`src/sv/dtf_pkg.sv`:
```
// ----------------------------------------------------------------------------
// dtf_pkg
// Shared types and constants of the dirty tracked framebuffer: screen
// geometry, derived widths, command codes and the control/status bundles.
// ----------------------------------------------------------------------------
package dtf_pkg;

	// screen geometry
	localparam int SCREEN_WIDTH  = 64;
	localparam int SCREEN_HEIGHT = 64;
	localparam int PIXEL_COUNT   = SCREEN_WIDTH * SCREEN_HEIGHT;

	// field widths
	localparam int POS_W   = 6;
	localparam int SIZE_W  = 7;
	localparam int COLOR_W = 16;

	// upper bound on any column or row a rectangle walk can reach
	localparam int MAX_COORD = (2 ** POS_W - 1) + (2 ** SIZE_W - 1);
	localparam int COL_W     = $clog2(MAX_COORD + 1);
	// linear offset wide enough for any walk position, before range check
	localparam int OFF_W     = $clog2(MAX_COORD * (SCREEN_WIDTH + 1) + 1);
	localparam int ADDR_W    = $clog2(PIXEL_COUNT);

	typedef enum logic [1:0] {
		CMD_POINT = 2'd0,
		CMD_FILL  = 2'd1,
		CMD_FLUSH = 2'd2,
		CMD_READ  = 2'd3
	} cmd_t;

	// controller to datapath commands
	typedef struct packed {
		logic clear;     // clearing pass, one entry per cycle
		logic load;      // input beat accepted, capture fields
		logic point;     // single pixel write or read issue
		logic step;      // one rectangle pixel
		logic out_load;  // capture result into output register
	} dtf_ctl_t;

	// datapath to controller status
	typedef struct packed {
		logic clear_last;
		logic walk_last;
	} dtf_stat_t;

endpackage

```
`src/sv/dtf_ctrl.sv`:
```
// ----------------------------------------------------------------------------
// dtf_ctrl
// Controller of the framebuffer: clearing pass after reset, command
// sequencing, rectangle walk control and output beat handshake.
// ----------------------------------------------------------------------------
module dtf_ctrl
	import dtf_pkg::*;
(
	input  logic      clk,
	input  logic      arst_n,
	input  logic      in_valid,
	output logic      in_ready,
	input  cmd_t      cmd,
	input  logic      out_ready,
	output logic      out_valid,
	input  dtf_stat_t stat,
	output dtf_ctl_t  ctl
);

	typedef enum logic [5:0] {
		ST_CLEAR = 6'b000001,
		ST_IDLE  = 6'b000010,
		ST_POINT = 6'b000100,
		ST_WALK  = 6'b001000,
		ST_DRAIN = 6'b010000,
		ST_DONE  = 6'b100000
	} dtf_state_t;

	dtf_state_t state_q;
	dtf_state_t state_nxt;
	logic       out_valid_q;

	// next state and commands
	always_comb begin
		state_nxt = state_q;
		ctl       = '0;
		in_ready  = 1'b0;
		case (state_q)
			ST_CLEAR: begin
				ctl.clear = 1'b1;
				if (stat.clear_last) begin
					state_nxt = ST_IDLE;
				end
			end
			ST_IDLE: begin
				in_ready = 1'b1;
				if (in_valid) begin
					ctl.load = 1'b1;
					if (cmd == CMD_FILL || cmd == CMD_FLUSH) begin
						state_nxt = ST_WALK;
					end else begin
						state_nxt = ST_POINT;
					end
				end
			end
			ST_POINT: begin
				ctl.point = 1'b1;
				state_nxt = ST_DONE;
			end
			ST_WALK: begin
				ctl.step = 1'b1;
				if (stat.walk_last) begin
					state_nxt = ST_DRAIN;
				end
			end
			// lets the last flush write-back complete
			ST_DRAIN: begin
				state_nxt = ST_DONE;
			end
			ST_DONE: begin
				if (!out_valid_q || out_ready) begin
					ctl.out_load = 1'b1;
					state_nxt    = ST_IDLE;
				end
			end
			default: begin
				state_nxt = ST_CLEAR;
			end
		endcase
	end

	// state register
	always_ff @(posedge clk or negedge arst_n) begin
		if (!arst_n) begin
			state_q <= ST_CLEAR;
		end else begin
			state_q <= state_nxt;
		end
	end

	// output beat valid
	always_ff @(posedge clk or negedge arst_n) begin
		if (!arst_n) begin
			out_valid_q <= 1'b0;
		end else if (ctl.out_load) begin
			out_valid_q <= 1'b1;
		end else if (out_ready) begin
			out_valid_q <= 1'b0;
		end
	end

	assign out_valid = out_valid_q;

endmodule

```
`config.mk`:
```
export PLATFORM = sky130hd
export DESIGN_NAME = dtf_ctrl
export DESIGN_NICKNAME = d
export VERILOG_FILES = /design/src/sv/dtf_pkg.sv /design/src/sv/dtf_ctrl.sv
export SDC_FILE = /design/constraint.sdc
export NUM_CORES = 1
export LEC_CHECK = 0
export ABC_AREA = 1
export BUFFER_PORTS_ARGS = -buffer_cell sky130_fd_sc_hd__buf_2
export CORE_MARGIN = 2
export CORE_UTILIZATION = 25
export DETAILED_ROUTE_END_ITERATION = 8
export HOLD_SLACK_MARGIN = 0.02
export SETUP_SLACK_MARGIN = 0.05
export SYNTH_ARGS = -nofsm -noshare
export SYNTH_HDL_FRONTEND = slang
export SYNTH_SLANG_ARGS = --single-unit
```
`constraint.sdc`:
```
create_clock -name clk -period 1.6 [get_ports clk]
set_clock_uncertainty 0.15 [all_clocks]
set_input_delay 0.4 -clock clk [delete_from_list [all_inputs] [get_ports clk]]
set_output_delay 0.4 -clock clk [all_outputs]
set_load 0.05 [all_outputs]
```
==> Word-level counts from Yosys, hierarchy flattened <==
Index checks and enable logic that the tools add are counted.
Widths: inputs -> output; s select.
{ "totals": {"input_bits": 8, "word_cells": 36, "regBits": 7, "out_inout_bits": 7} }
{ "op_classes": {"n_reduce_logical": 6, "muxes": 16, "n_eq_ne": 12} }
{ "op_table": {"columns": ["cell", "n"], "rows": [
  ["$pmux 6 s5", 1],
  ["$mux 6", 4],
  ["$mux 1", 10],
  ["$ne 2x2->1 const B", 4],
  ["$eq 6x1->1 const B", 1],
  ["$eq 6x2->1 const B", 1],
  ["$eq 6x3->1 const B", 1],
  ["$eq 6x4->1 const B", 1],
  ["$eq 6x5->1 const B", 1],
  ["$eq 6x6->1 const B", 1],
  ["$mux 4", 1],
  ["$reduce_and 4->1", 1],
  ["$eq 2x1->1 const B", 1],
  ["$eq 2x2->1 const B", 1],
  ["$logic_or 1x1->1", 2],
  ["$reduce_bool 2->1", 1],
  ["$reduce_or 2->1", 1],
  ["$logic_not 1->1", 1]
]} }

==> Longest topological paths before layout <==
{ "depth": {"word_depth": 5, "ltp_mapped": 7, "depth_no_buf": 7} }

==> Worst setup path after synthesis <==
No wires, ideal clock.
{ "synth_timing": {"path_kind": "register to output", "from": "register state_q[3]", "to": "output ctl[0] (netlist bit)", "n_path_buf": 0, "arrival_ns": 1.385, "setup_slack_ns": -0.335, "required_time_ns": 1.050, "path_stages_with_launch": 4, "path_cell_list": "dfrtp_1 nor2_4 nand3_1 nor2_1"} }
{ "synth_rtl": {"columns": ["item", "line_no", "source"], "rows": [
  ["start: declaration", "dtf_ctrl.sv:29", "dtf_state_t state_q;"],
  ["start signal: assignment", "dtf_ctrl.sv:87", "state_q <= state_nxt;"],
  ["end: declaration", "dtf_ctrl.sv:17", "output dtf_ctl_t ctl"]
]} }

==> metrics.txt <==
I/O pins 15; Max FO, Critical Path 3; largest net degree at the start of global routing 8; CTS tree yes; area grow syn2layout 100.3%; pre-CTS setup slack -140.3 ps; routability cong. just under 0.8; Async SR Flop Fraction between 90% and 100%; Total GRT Usage ~15%; worst r2r dst state_q[3]; insertion delay to the later sink of the worst-skew pair ~270 ps; register bit total from synthesis 7; met1 usage around 15%; PortBufs 14; top cells by count, synth inv_1, nand2_1, nor2_1, dfrtp_1, nand4_1; RR Startpoint state_q[0]; Pleak about 0.43 nW; Post-synth EDFFs 0; Worst Path Required roughly 1100 ps; WHS Path Cells 2; mapped cell area between 400 and 500 µm²; Vias/cell 4.272; DRC violations left 0; first-pass GRT wire length approximately 2.2 mm; setup TNS -1792 ps; vias in the first global route 544; global route total overflow 0; Peak Freq 0.5314 GHz; H-Tree Depth 1; Seq/Total Area, Yosys roughly 40%; pwr dens approximately 1700 nW/µm²; footprint of the multi-input gates 292.8 µm²; Synth area leader dfrtp_1; Final setup viols 10; layout cells sized above 1 about two thirds; Root Buffer clkbuf_4; crit path cell chain inv_2 > nor2_4 > nand3_2 > clkinvlp_4 > buf_8; WP data arrival ~1300 ps; Initial Util a little over a quarter; filler cell count roughly 160; actual slew at the worst max-slew pin roughly 250 ps; Detailed Route Iter0 Violations 13; Overall Power 1.475 mW; post-synthesis net count 67; hold_sp out_ready; register area 177.7 µm²; Tcrit/Tclk final 117.6%; placed cell count between 100 and 150; Wirelength per Cell between 10 and 15 µm; hpwl dp 882.5 µm; Hold EP out_valid; worst vdd ir around 0.00079 V; Reg clk slew, reported paths around 60 ps; kind of critical path reg -> out; Synth area leaders dfrtp_1, inv_1, nand2_1, nand4_1, nor2_1; hold slack ~170 ps; Syn Inst Count just under 60; CP startpoint kind flip-flop; GR peak layer met2; met2 track demand over resource 27.22%; final core occ 52.23%; reg2reg path depth 11; Finished Layout Cells 125; chip height ~46 µm; max cap viols 0; Slowest cell on crit path dfstp_2; hold crit path type in -> reg; max-slew violation count 0; Total Wirelength approximately 1.3 mm; largest stage delay on the critical path 570 ps; Routed Antenna Nets 0; synthesized area per cell 7.550 µm²; status complete, but fails checks; Worst R2R Setup Slack -140 ps; Yosys top cell area share 33.71%; Max Buffers Root-to-Sink 2; final setup margin -281.9 ps; number of library cell types mapped by synthesis 19; Row Count 15; Fin. Hold Viols 0; Num CTS Buffers 3; initial antenna violation count 0; ANT cells 0; min cycle time layout around 1900 ps; met3 Use GR about 5.1%; Layout Nets ~110; final instance area ~890 µm²; Top FF cell, synth dfrtp_1; vias 534; DP Area between 600 and 700 µm²; Core Area roughly 1700 µm²; Pre-antenna DRT Iters 4; die width 46.21 µm; Yosys warnings 0; max_slew headroom ~83%; Sink Count 7; RSZ-0062 raised after global routing yes; failing checks setup timing; CP Capture Type output port; Die Area between 2000 and 2500 µm²
==> area by class of cell <==
cell class | count | share of cell area (%)
sequential | 7 | 19.92
inverter | 12 | 6.031
clock inverter | 1 | 0.5610
clock buffer | 3 | 2.525
multi-input combinational | 40 | 32.82
tap | 25 | 3.506
timing repair buffer | 37 | 34.64
==> flip-flops by register name (all words and copies together), names as in the netlist <==
register / flops
out_valid: 1
state_q: 6
==> metal layers <==
metal  wire length (µm)  share of wire [%]
met5                  0                  0
met4                 19                1.5
met3                 61                4.8
met2                671                 53
met1                513                 41
==> power breakdown <==
group	switching (mW)	internal, mW	total, mW	leakage (nW)
logic	0.509	0.509	1.02	0.326
registers	0.0580	0.230	0.288	0.0913
clock network	0.0769	0.0920	0.169	0.0177
==> cell families after synthesis <==
kind of cell,share of synthesized area [%]
buf+inv,10.39
flops,39.61
simple gates,44.66
compound gates,3.370
xor+xnor,1.967
==> cell usage in the layout, fill, tap and decap left out, drive strengths merged, types with 2 or more instances in the layout <==
cell type  count
buf           36
clkbuf         3
clkinv         2
clkinvlp       2
dfrtp          6
inv            9
nand2         11
nand3          4
nand4          6
nor2          13
nor3           2
o21ai          3
==> what timing repair did <==
item,CTS,global route
pin swaps,7,9
resized for setup,25,7
setup buffers,9,6
endpoints found under the hold margin,6,0
hold buffers,1,0
endpoints found under the setup margin,6,11
==> critical path: cells and delay by family, from the launching register on <==
family	cells	cell delay (ps)
AND/OR/NAND/NOR	2	210
flip-flops	1	570
buffers and inverters	3	300
==> worst max path at each step <==
| stage | start | endpoint | slack, ps |
|---|---|---|---|
| after global routing | state_q[0] | ctl[4] | -340 |
| after floorplan | state_q[3] | ctl[0] | -6 |
| final | state_q[0] | ctl[4] | -280 |
| after global placement | state_q[0] | ctl[4] | -140 |
| after detailed placement | state_q[0] | ctl[4] | -140 |
| after CTS | state_q[0] | ctl[4] | -270 |
(Power assumes the default switching activity.)
